### config.mk
export PLATFORM = sky130hd
export DESIGN_NAME = note_event_queue_with_dedup_top
export DESIGN_NICKNAME = d
export VERILOG_FILES = /design/src/rtl/nedq_pkg.sv /design/src/rtl/note_event_queue_with_dedup_top.sv /design/src/rtl/nedq_ring.sv
export SDC_FILE = /design/constraint.sdc
export NUM_CORES = 2
export LEC_CHECK = 0
export BUFFER_PORTS_ARGS = -buffer_cell sky130_fd_sc_hd__buf_2
export CAP_MARGIN = 20
export CORE_ASPECT_RATIO = 1.25
export CORE_MARGIN = 2
export CORE_UTILIZATION = 30
export CTS_BUF_LIST = sky130_fd_sc_hd__clkbuf_4 sky130_fd_sc_hd__clkbuf_8
export DETAILED_ROUTE_END_ITERATION = 7
export HOLD_SLACK_MARGIN = 0.1
export SLEW_MARGIN = 20
export SYNTH_ARGS = -nofsm -noshare
export SYNTH_HDL_FRONTEND = slang
export SYNTH_HIERARCHICAL = 1
export SYNTH_SLANG_ARGS = --single-unit
export TNS_END_PERCENT = 1
### constraint.sdc
create_clock -name clock -period 11.6 [get_ports clock]
set_clock_uncertainty 0.15 [all_clocks]
set_input_delay 1.16 -clock clock [delete_from_list [all_inputs] [get_ports clock]]
set_output_delay 1.16 -clock clock [all_outputs]
set_load 0.02 [all_outputs]
### src/rtl/nedq_pkg.sv
// nedq_pkg: shared types and constants for the note event queue with dedup
// holds the transaction payload structs, operation codes, stored command format
// and sequencer states; no dependencies
`default_nettype none

package nedq_pkg;

   localparam logic [7:0] STATUS_NOTE_ON  = 8'h90;
   localparam logic [7:0] STATUS_NOTE_OFF = 8'h80;
   localparam logic [7:0] NOTE_MAX        = 8'd127;
   localparam logic [7:0] VELOCITY_MAX    = 8'd127;
   localparam int         NOTE_COUNT      = 128;
   localparam int         POP_CHUNK_W     = 8;
   localparam int         POP_CHUNKS      = NOTE_COUNT / POP_CHUNK_W;
   localparam int         CHUNK_IDX_W     = $clog2(POP_CHUNKS);

   typedef enum logic [2:0] {
      OP_NOTE_ON     = 3'd0,
      OP_NOTE_OFF    = 3'd1,
      OP_RENDER      = 3'd2,
      OP_RELEASE_ALL = 3'd3,
      OP_CLEAR       = 3'd4
   } op_type;

   typedef struct packed {
      logic [2:0]  operation;
      logic [7:0]  note;
      logic [7:0]  velocity;
      logic [15:0] sample_offset;
   } req_type;

   typedef struct packed {
      logic        accepted;
      logic        message_valid;
      logic [7:0]  status_byte;
      logic [6:0]  note_out;
      logic [6:0]  velocity_out;
      logic [15:0] event_offset;
      logic [63:0] released_low;
      logic [63:0] released_high;
      logic [7:0]  emitted_count;
      logic        last;
   } rsp_type;

   // one queued command, 15 bits
   typedef struct packed {
      logic       note_on;
      logic [6:0] note;
      logic [6:0] velocity;
   } cmd_type;

   typedef enum logic [2:0] {
      ST_IDLE,
      ST_POP,
      ST_REL_OUT,
      ST_CNT_RD,
      ST_CNT_EV,
      ST_EMIT_RD,
      ST_EMIT_EV
   } state_type;

endpackage

`default_nettype wire

### src/rtl/note_event_queue_with_dedup_top.sv
// note_event_queue_with_dedup_top: ring queue of note commands with a render
// sequencer, held-note map and chunked popcount; uses nedq_pkg and nedq_ring
//
// usage: one request transaction on req_* gives one or more response
// transactions on rsp_*; rsp_payload.last marks the final one of a request.
// enqueue, release-all request, clear and unused codes: one response loaded
// in the cycle the request is taken, so a new request is taken every cycle
// while the response register drains.
// render: a count pass reads each queued command (a read and an evaluate state
// per command) to find the message total, then an emit pass reads them again
// (both states again, plus any response stall) and sends one response per
// message, or one empty response if none. render with release pending: a chunked
// 8-bit popcount over the held map, then one response with both masks.
// the single read port of the command store sets the per-command cost.
// req_ready is low while a render runs and while the response register is
// full and not being taken; a stalled receiver simply holds the sequencer.
// reset (synchronous, active high) empties the queue, clears the pending
// flag and the held map; the command store itself is not cleared.
`default_nettype none

module note_event_queue_with_dedup_top import nedq_pkg::*; #(
   parameter int QUEUE_DEPTH = 32
) (
   input  wire logic    clock,
   input  wire logic    reset,
   input  wire logic    req_valid,
   output logic         req_ready,
   input  wire req_type req_payload,
   output logic         rsp_valid,
   input  wire logic    rsp_ready,
   output rsp_type      rsp_payload
);

   localparam int PTR_W = $clog2(QUEUE_DEPTH);
   localparam int CNT_W = (PTR_W > 8) ? PTR_W : 8;
   localparam logic [PTR_W-1:0] LAST_IDX = PTR_W'(QUEUE_DEPTH - 1);
   localparam logic [CHUNK_IDX_W-1:0] LAST_CHUNK = CHUNK_IDX_W'(POP_CHUNKS - 1);

   function automatic logic [PTR_W-1:0] next_ptr(input logic [PTR_W-1:0] p);
      return (p == LAST_IDX) ? '0 : PTR_W'(p + 1'b1);
   endfunction

   function automatic logic [3:0] popcnt8(input logic [POP_CHUNK_W-1:0] v);
      logic [3:0] c;
      c = '0;
      for (int i = 0; i < POP_CHUNK_W; i++) begin
         c = c + 4'(v[i]);
      end
      return c;
   endfunction

   state_type state_ff, state_in;
   logic [PTR_W-1:0] rp_ff, rp_in, wp_ff, wp_in, scan_ff, scan_in;
   logic pending_ff, pending_in;
   logic [NOTE_COUNT-1:0] held_ff, held_in, scratch_ff, scratch_in;
   logic [CNT_W-1:0] count_ff, count_in, emit_ff, emit_in;
   logic [CHUNK_IDX_W-1:0] chunk_ff, chunk_in;
   logic [15:0] offset_ff, offset_in;
   rsp_type rsp_ff, rsp_in;
   logic rsp_valid_ff, rsp_valid_in;

   logic ram_wr_en, ram_rd_en;
   logic [PTR_W-1:0] ram_rd_addr;
   cmd_type ram_wr_data, ram_rd_data;

   logic out_free, rsp_load, full, note_ok, vel_ok;
   logic [PTR_W-1:0] scan_next;

   nedq_ring #(.DEPTH(QUEUE_DEPTH)) u_ring (
      .clock   (clock),
      .wr_en   (ram_wr_en),
      .wr_addr (wp_ff),
      .wr_data (ram_wr_data),
      .rd_en   (ram_rd_en),
      .rd_addr (ram_rd_addr),
      .rd_data (ram_rd_data)
   );

   assign out_free  = !rsp_valid_ff || rsp_ready;
   assign req_ready = (state_ff == ST_IDLE) && out_free;
   assign full      = (next_ptr(wp_ff) == rp_ff);
   assign note_ok   = (req_payload.note <= NOTE_MAX);
   assign vel_ok    = (req_payload.velocity != 8'd0) && (req_payload.velocity <= VELOCITY_MAX);
   assign scan_next = next_ptr(scan_ff);

   always_comb begin
      state_in    = state_ff;
      rp_in       = rp_ff;
      wp_in       = wp_ff;
      scan_in     = scan_ff;
      pending_in  = pending_ff;
      held_in     = held_ff;
      scratch_in  = scratch_ff;
      count_in    = count_ff;
      emit_in     = emit_ff;
      chunk_in    = chunk_ff;
      offset_in   = offset_ff;
      rsp_in      = '0;
      rsp_in.last = 1'b1;
      rsp_load    = 1'b0;
      ram_wr_en   = 1'b0;
      ram_wr_data = '0;
      ram_rd_en   = 1'b0;
      ram_rd_addr = scan_ff;

      unique case (state_ff)
         ST_IDLE: begin
            if (req_valid && req_ready) begin
               unique case (op_type'(req_payload.operation))
                  OP_NOTE_ON: begin
                     rsp_load = 1'b1;
                     if (note_ok && vel_ok && !full) begin
                        ram_wr_en   = 1'b1;
                        ram_wr_data = '{note_on: 1'b1, note: req_payload.note[6:0],
                                        velocity: req_payload.velocity[6:0]};
                        wp_in           = next_ptr(wp_ff);
                        rsp_in.accepted = 1'b1;
                     end
                  end
                  OP_NOTE_OFF: begin
                     rsp_load = 1'b1;
                     if (note_ok) begin
                        if (!full) begin
                           ram_wr_en   = 1'b1;
                           ram_wr_data = '{note_on: 1'b0, note: req_payload.note[6:0],
                                           velocity: 7'd0};
                           wp_in           = next_ptr(wp_ff);
                           rsp_in.accepted = 1'b1;
                        end else begin
                           pending_in = 1'b1;
                        end
                     end
                  end
                  OP_RENDER: begin
                     offset_in = req_payload.sample_offset;
                     count_in  = '0;
                     if (pending_ff) begin
                        chunk_in = '0;
                        state_in = ST_POP;
                     end else if (rp_ff == wp_ff) begin
                        rsp_load            = 1'b1;
                        rsp_in.event_offset = req_payload.sample_offset;
                     end else begin
                        scratch_in = held_ff;
                        scan_in    = rp_ff;
                        state_in   = ST_CNT_RD;
                     end
                  end
                  OP_RELEASE_ALL: begin
                     rsp_load   = 1'b1;
                     pending_in = 1'b1;
                  end
                  OP_CLEAR: begin
                     rsp_load   = 1'b1;
                     rp_in      = wp_ff;
                     pending_in = 1'b0;
                     held_in    = '0;
                  end
                  default: begin
                     rsp_load = 1'b1;
                  end
               endcase
            end
         end
         ST_POP: begin
            count_in = count_ff + CNT_W'(popcnt8(held_ff[{chunk_ff, 3'b000} +: POP_CHUNK_W]));
            chunk_in = CHUNK_IDX_W'(chunk_ff + 1'b1);
            if (chunk_ff == LAST_CHUNK) begin
               state_in = ST_REL_OUT;
            end
         end
         ST_REL_OUT: begin
            if (out_free) begin
               rsp_load             = 1'b1;
               rsp_in.event_offset  = offset_ff;
               rsp_in.released_low  = held_ff[63:0];
               rsp_in.released_high = held_ff[127:64];
               rsp_in.emitted_count = count_ff[7:0];
               held_in              = '0;
               rp_in                = wp_ff;
               pending_in           = 1'b0;
               state_in             = ST_IDLE;
            end
         end
         ST_CNT_RD: begin
            ram_rd_en   = 1'b1;
            ram_rd_addr = scan_ff;
            state_in    = ST_CNT_EV;
         end
         ST_CNT_EV: begin
            // count pass runs on a scratch copy so the real map is untouched
            if (ram_rd_data.note_on != scratch_ff[ram_rd_data.note]) begin
               scratch_in[ram_rd_data.note] = ram_rd_data.note_on;
               count_in = CNT_W'(count_ff + 1'b1);
            end
            scan_in = scan_next;
            if (scan_next == wp_ff) begin
               emit_in  = '0;
               state_in = ST_EMIT_RD;
            end else begin
               state_in = ST_CNT_RD;
            end
         end
         ST_EMIT_RD: begin
            if (rp_ff == wp_ff) begin
               if (count_ff == '0) begin
                  // everything was dropped: one empty response
                  if (out_free) begin
                     rsp_load            = 1'b1;
                     rsp_in.event_offset = offset_ff;
                     state_in            = ST_IDLE;
                  end
               end else begin
                  state_in = ST_IDLE;
               end
            end else begin
               ram_rd_en   = 1'b1;
               ram_rd_addr = rp_ff;
               state_in    = ST_EMIT_EV;
            end
         end
         ST_EMIT_EV: begin
            if (ram_rd_data.note_on == held_ff[ram_rd_data.note]) begin
               rp_in    = next_ptr(rp_ff);
               state_in = ST_EMIT_RD;
            end else if (out_free) begin
               rsp_load             = 1'b1;
               rsp_in.message_valid = 1'b1;
               rsp_in.status_byte   = ram_rd_data.note_on ? STATUS_NOTE_ON : STATUS_NOTE_OFF;
               rsp_in.note_out      = ram_rd_data.note;
               rsp_in.velocity_out  = ram_rd_data.note_on ? ram_rd_data.velocity : 7'd0;
               rsp_in.event_offset  = offset_ff;
               rsp_in.emitted_count = count_ff[7:0];
               rsp_in.last          = (CNT_W'(emit_ff + 1'b1) == count_ff);
               held_in[ram_rd_data.note] = ram_rd_data.note_on;
               emit_in  = CNT_W'(emit_ff + 1'b1);
               rp_in    = next_ptr(rp_ff);
               state_in = ST_EMIT_RD;
            end
         end
         default: begin
            state_in = ST_IDLE;
         end
      endcase

      if (rsp_load) begin
         rsp_valid_in = 1'b1;
      end else if (rsp_ready) begin
         rsp_valid_in = 1'b0;
      end else begin
         rsp_valid_in = rsp_valid_ff;
      end
   end

   always_ff @(posedge clock) begin
      if (reset) begin
         state_ff     <= ST_IDLE;
         rp_ff        <= '0;
         wp_ff        <= '0;
         pending_ff   <= 1'b0;
         held_ff      <= '0;
         rsp_valid_ff <= 1'b0;
      end else begin
         state_ff     <= state_in;
         rp_ff        <= rp_in;
         wp_ff        <= wp_in;
         pending_ff   <= pending_in;
         held_ff      <= held_in;
         rsp_valid_ff <= rsp_valid_in;
      end
   end

   always_ff @(posedge clock) begin
      scan_ff    <= scan_in;
      scratch_ff <= scratch_in;
      count_ff   <= count_in;
      emit_ff    <= emit_in;
      chunk_ff   <= chunk_in;
      offset_ff  <= offset_in;
      if (rsp_load) begin
         rsp_ff <= rsp_in;
      end
   end

   assign rsp_valid   = rsp_valid_ff;
   assign rsp_payload = rsp_ff;

   // the count in every non-message response matches the masks it carries
   a_count_vs_masks: assert property (@(posedge clock) disable iff (reset)
      (rsp_valid_ff && !rsp_ff.message_valid) |->
      (32'(rsp_ff.emitted_count) ==
       32'($countones({rsp_ff.released_high, rsp_ff.released_low}))))
      else $error("release count does not match masks");

   // an emitted message always carries a nonzero total and a note-on or note-off status byte
   a_msg_count: assert property (@(posedge clock) disable iff (reset)
      (rsp_valid_ff && rsp_ff.message_valid) |->
      (rsp_ff.emitted_count != 8'd0 &&
       (rsp_ff.status_byte == STATUS_NOTE_ON || rsp_ff.status_byte == STATUS_NOTE_OFF)))
      else $error("bad emitted message");

   // clear empties the map, the flag and the queue
   a_clear: assert property (@(posedge clock) disable iff (reset)
      (req_valid && req_ready && req_payload.operation == OP_CLEAR) |=>
      (held_ff == '0 && !pending_ff && rp_ff == wp_ff))
      else $error("clear left state behind");

   // a render sequence ends with the queue drained
   a_render_drains: assert property (@(posedge clock) disable iff (reset)
      (state_ff != ST_IDLE && state_in == ST_IDLE) |=> (rp_ff == wp_ff))
      else $error("render finished with commands left");

endmodule

`default_nettype wire

### src/rtl/nedq_ring.sv
// nedq_ring: command store of the note event queue
// one write port and one read port with registered read data; uses nedq_pkg
`default_nettype none

module nedq_ring import nedq_pkg::*; #(
   parameter int DEPTH = 32
) (
   input  wire logic                     clock,
   input  wire logic                     wr_en,
   input  wire logic [$clog2(DEPTH)-1:0] wr_addr,
   input  wire cmd_type                  wr_data,
   input  wire logic                     rd_en,
   input  wire logic [$clog2(DEPTH)-1:0] rd_addr,
   output cmd_type                       rd_data
);

   cmd_type mem [DEPTH];
   cmd_type rd_data_ff;

   always_ff @(posedge clock) begin
      if (wr_en) begin
         mem[wr_addr] <= wr_data;
      end
   end

   always_ff @(posedge clock) begin
      if (rd_en) begin
         rd_data_ff <= mem[rd_addr];
      end
   end

   assign rd_data = rd_data_ff;

endmodule

`default_nettype wire
==> metrics.md <==
| Metric | Value |
|---|---|
| Clk Latency, worst-skew pair | 0.89 ns |
| FMAX | 165 MHz |
| Net count of the finished layout | 3758 |
| Synth cell types | 75 |
| I/O pin cnt | 218 |
| Largest area contributor in the netlist | edfxtp_1 |
| DRC | 0 |
| Core area | 148000 um^2 |
| Final WS setup | 5.54 ns |
| Wire length on met2 | 65700 um |
| Global-route wire length before repair | 205000 um |
| Vias/cell | 5.45 |
| Synth Cell Area | 44900 um^2 |
| CTS Buf Count | 162 |
| Clock-pin transition on the worst setup and hold timing paths | 0.06 ns |
| Placement Setup Slack | 5.58 ns |
| DRT iter0 DRCs | 3418 |
| Buf/Inv on CP | 4 |
| Status | completed |
| Antenna violations before repair | 13 |
| Setup-failing EPs final | 0 |
| Post-synth ARST share | 0% |
| Tcrit/Tclk final | 52.3% |
| Synthesized instance count | 3567 |
| Post-CTS setup buffer count | 0 |
| WL final | 140000 um |
| #FFs+latches synth | 978 |
| Largest net degree at the start of global routing | 167 |
| Max-slew headroom | 21.4% |
| H-tree levels | 4 |
| Vias in the first global route | 30700 |
| Die width | 350 um |
| Row count | 158 |
| Crit path capture type | register |
| Register-to-Register Path Depth | 14 |
| Port Buffer Count | 211 |
| CTS root buf | clkbuf_8 |
| CP endpoint | rsp_payload[124] |
| Peak supply drop | 0.230 mV |
| Critical path type | reg2reg |
| FF-to-FF End | rsp_payload[124] |
| Final Hold Viols | 0 |
| Crit path from | u_ring/rd_data[7] |
| Worst path max stage delay | 0.71 ns |
| CTS resizes | 0 |
| Pwr/cell area | 221 nW/um^2 |
| Leakage | 0.0167 uW |
| DR pass1 iterations | 6 |
| Routability cong. | 0.968 |
| Worst setup SP type | register |
| DR WL/cell | 24.0 um |
| Tightest Pin Transition | 1.18 ns |
| Final ANT Viol Nets | 0 |
| Final instance area | 51000 um^2 |
| Cts hold-fix bufs | 0 |
| Worst-path fanout max | 130 |
| Die Area | 153000 um^2 |
| Met3 WL | 12300 um |
| Min Tclk post-route | 6.06 ns |
| YS warnings | 6 |
| Critical-path cell list | buf_4 > buf_4 > nor2b_2 > a221oi_1 > nor2_1 > a2111oi_0 > nor4_1 > a211oi_2 > a21oi_1 > nor3_1 > nor4_1 > nor2_4 > buf_12 > buf_16 |
| Worst EP required | 11.88 ns |
| Setup slack, reg-to-reg | 5.54 ns |
| CTS tree | done |
| Routed metal-1 wirelength | 55400 um |
| Most frequent cell after synthesis | edfxtp_1 |
| Yosys top cell area share | 55.8% |
| Sequential area share after synthesis | 62.2% |
| Initial core utilization | 30.2% |
| Max clock buf depth | 3 |
| Highest metal used | met5 |
| Post-synthesis area per instance | 12.6 um^2 |
| Final Slew Violations | 0 |
| Detailed-route via count | 31700 |
| Area grow syn2layout | 13.6% |
| Fraction of layout cells with a size suffix above 1 | 19.0% |
| Hold WC Path Type | in2reg |
| Die Y | 437 um |
| Final core occ | 34.4% |
| EDFF count, synth | 835 |
| Top delay family on crit path | simple AND/OR/NAND/NOR gates |
| Grt total ovfl | 0 |
| Number of cells on the critical path | 14 |
| Top post-synthesis cells by count | edfxtp_1, nand2_1, o21ai_0 |
| Synth Flop Type | edfxtp_1 |
| Synth area leaders | edfxtp_1, dfxtp_1, mux2i_1, o21ai_0, a211oi_1 |
| Post-DP HPWL | 87600 um |
| Clk sink count | 978 |
| WP data arrival | 6.34 ns |
| Unrepaired setup endpoints after global routing | false |
| Fin Setup TNS | 0 ns |
| Post-DP Area | 47700 um^2 |
| RR Startpoint | u_ring/rd_data[7] |
| Slowest-stage cell, CP | nor2b_2 |
| Max-Cap Viols | 0 |
| All-Layer GR Usage | 17.8% |
## layout by cell type (no fill, tap or decap), drive strengths merged, types with 9 or more instances in the layout
| cell type | Yosys | final |
|---|---|---|
| mux2i | 262 | 262 |
| edfxtp | 835 | 835 |
| xnor2 | 24 | 24 |
| ha | 16 | 16 |
| inv | 21 | 31 |
| nor3 | 37 | 37 |
| nand2b | 9 | 9 |
| o21ai | 342 | 342 |
| nor2b | 19 | 19 |
| and2 | 172 | 172 |
| nand2 | 363 | 363 |
| mux4 | 59 | 59 |
| a221oi | 35 | 35 |
| a221o | 9 | 9 |
| a22oi | 76 | 76 |
| and3 | 14 | 14 |
| buf | 110 | 295 |
| clkbuf | 223 | 223 |
| clkinv | 2 | 52 |
| a211oi | 216 | 216 |
| xor2 | 15 | 15 |
| a22o | 33 | 33 |
| a31oi | 152 | 152 |
| nor2 | 111 | 111 |
| mux2 | 28 | 28 |
| nand4 | 17 | 17 |
| nand3 | 52 | 52 |
| dfxtp | 143 | 143 |
| a21oi | 82 | 82 |
## power breakdown
part | internal, uW | total [uW] | switching [uW]
logic | 1090 | 3380 | 2290
registers | 4600 | 4870 | 270
clock network | 1600 | 3030 | 1430
total | 7300 | 11300 | 3990
## layout make-up
| type | count | area [um^2] |
|---|---|---|
| flip-flops and latches | 978 | 27900 |
| well taps | 2000 | 2500 |
| inverters | 23 | 86.3 |
| clock buffers | 223 | 2740 |
| repair buffers | 295 | 1750 |
| multi-input cells | 2238 | 15500 |
| diodes | 4 | 10.0 |
| clock inverters | 65 | 435 |
| fillers | 14500 | 97500 |
## through the flow
stage	power [uW]	hold WS [ns]	std cells
after floorplan	7320	0.347	3572
after global placement	8290	0.353	5529
after detailed placement	8320	0.368	5532
after CTS	11400	0.250	5820
after global routing	11800	0.284	5823
final	11300	0.339	5826
## flip-flops by register name (all words and copies together), names as in the netlist
name	flops
count_ff	8
emit_ff	8
held_ff	128
wp_ff	5
u_ring/rd_data	15
chunk_ff	4
scan_ff	5
rsp_valid	1
rsp_payload	171
pending_ff	1
u_ring/mem	480
rp_ff	5
offset_ff	16
scratch_ff	128
state_ff	3
## routing by layer
| layer | vias up | GRT usage (%) |
|---|---|---|
| li1 | 14000 | - |
| met1 | 15700 | 22.6 |
| met2 | 1716 | 28.6 |
| met3 | 349 | 4.09 |
| met4 | 20 | 8.77 |
| met5 | - | 0 |
## logic make-up (layout without fill, tap and decap cells)
group / count (synthesis) / count (layout) / share of synthesized area [%]
AO/OA/AOI/OAI: 994 / 994 / 14.3
XOR/XNOR: 39 / 39 / 0.761
adder cells (fa/ha/maj): 21 / 21 / 0.669
buffers and inverters: 356 / 606 / 3.82
flip-flops: 978 / 978 / 62.2
multiplexers: 349 / 349 / 9.50
other: 1 / 10 / 0.00835
AND/OR/NAND/NOR: 829 / 829 / 8.76
## worst min path at each step
stage / startpoint / endpoint / depth (start not counted)
floorplan: u_ring/rd_data[0] / rsp_payload[153] / 1
global placement: u_ring/rd_data[1] / rsp_payload[154] / 1
detailed placement: u_ring/rd_data[1] / rsp_payload[154] / 1
CTS: req_payload[2] / offset_ff[2] / 1
global route: req_payload[2] / offset_ff[2] / 1
finish: req_payload[2] / offset_ff[2] / 1
(Power assumes the default switching activity.)
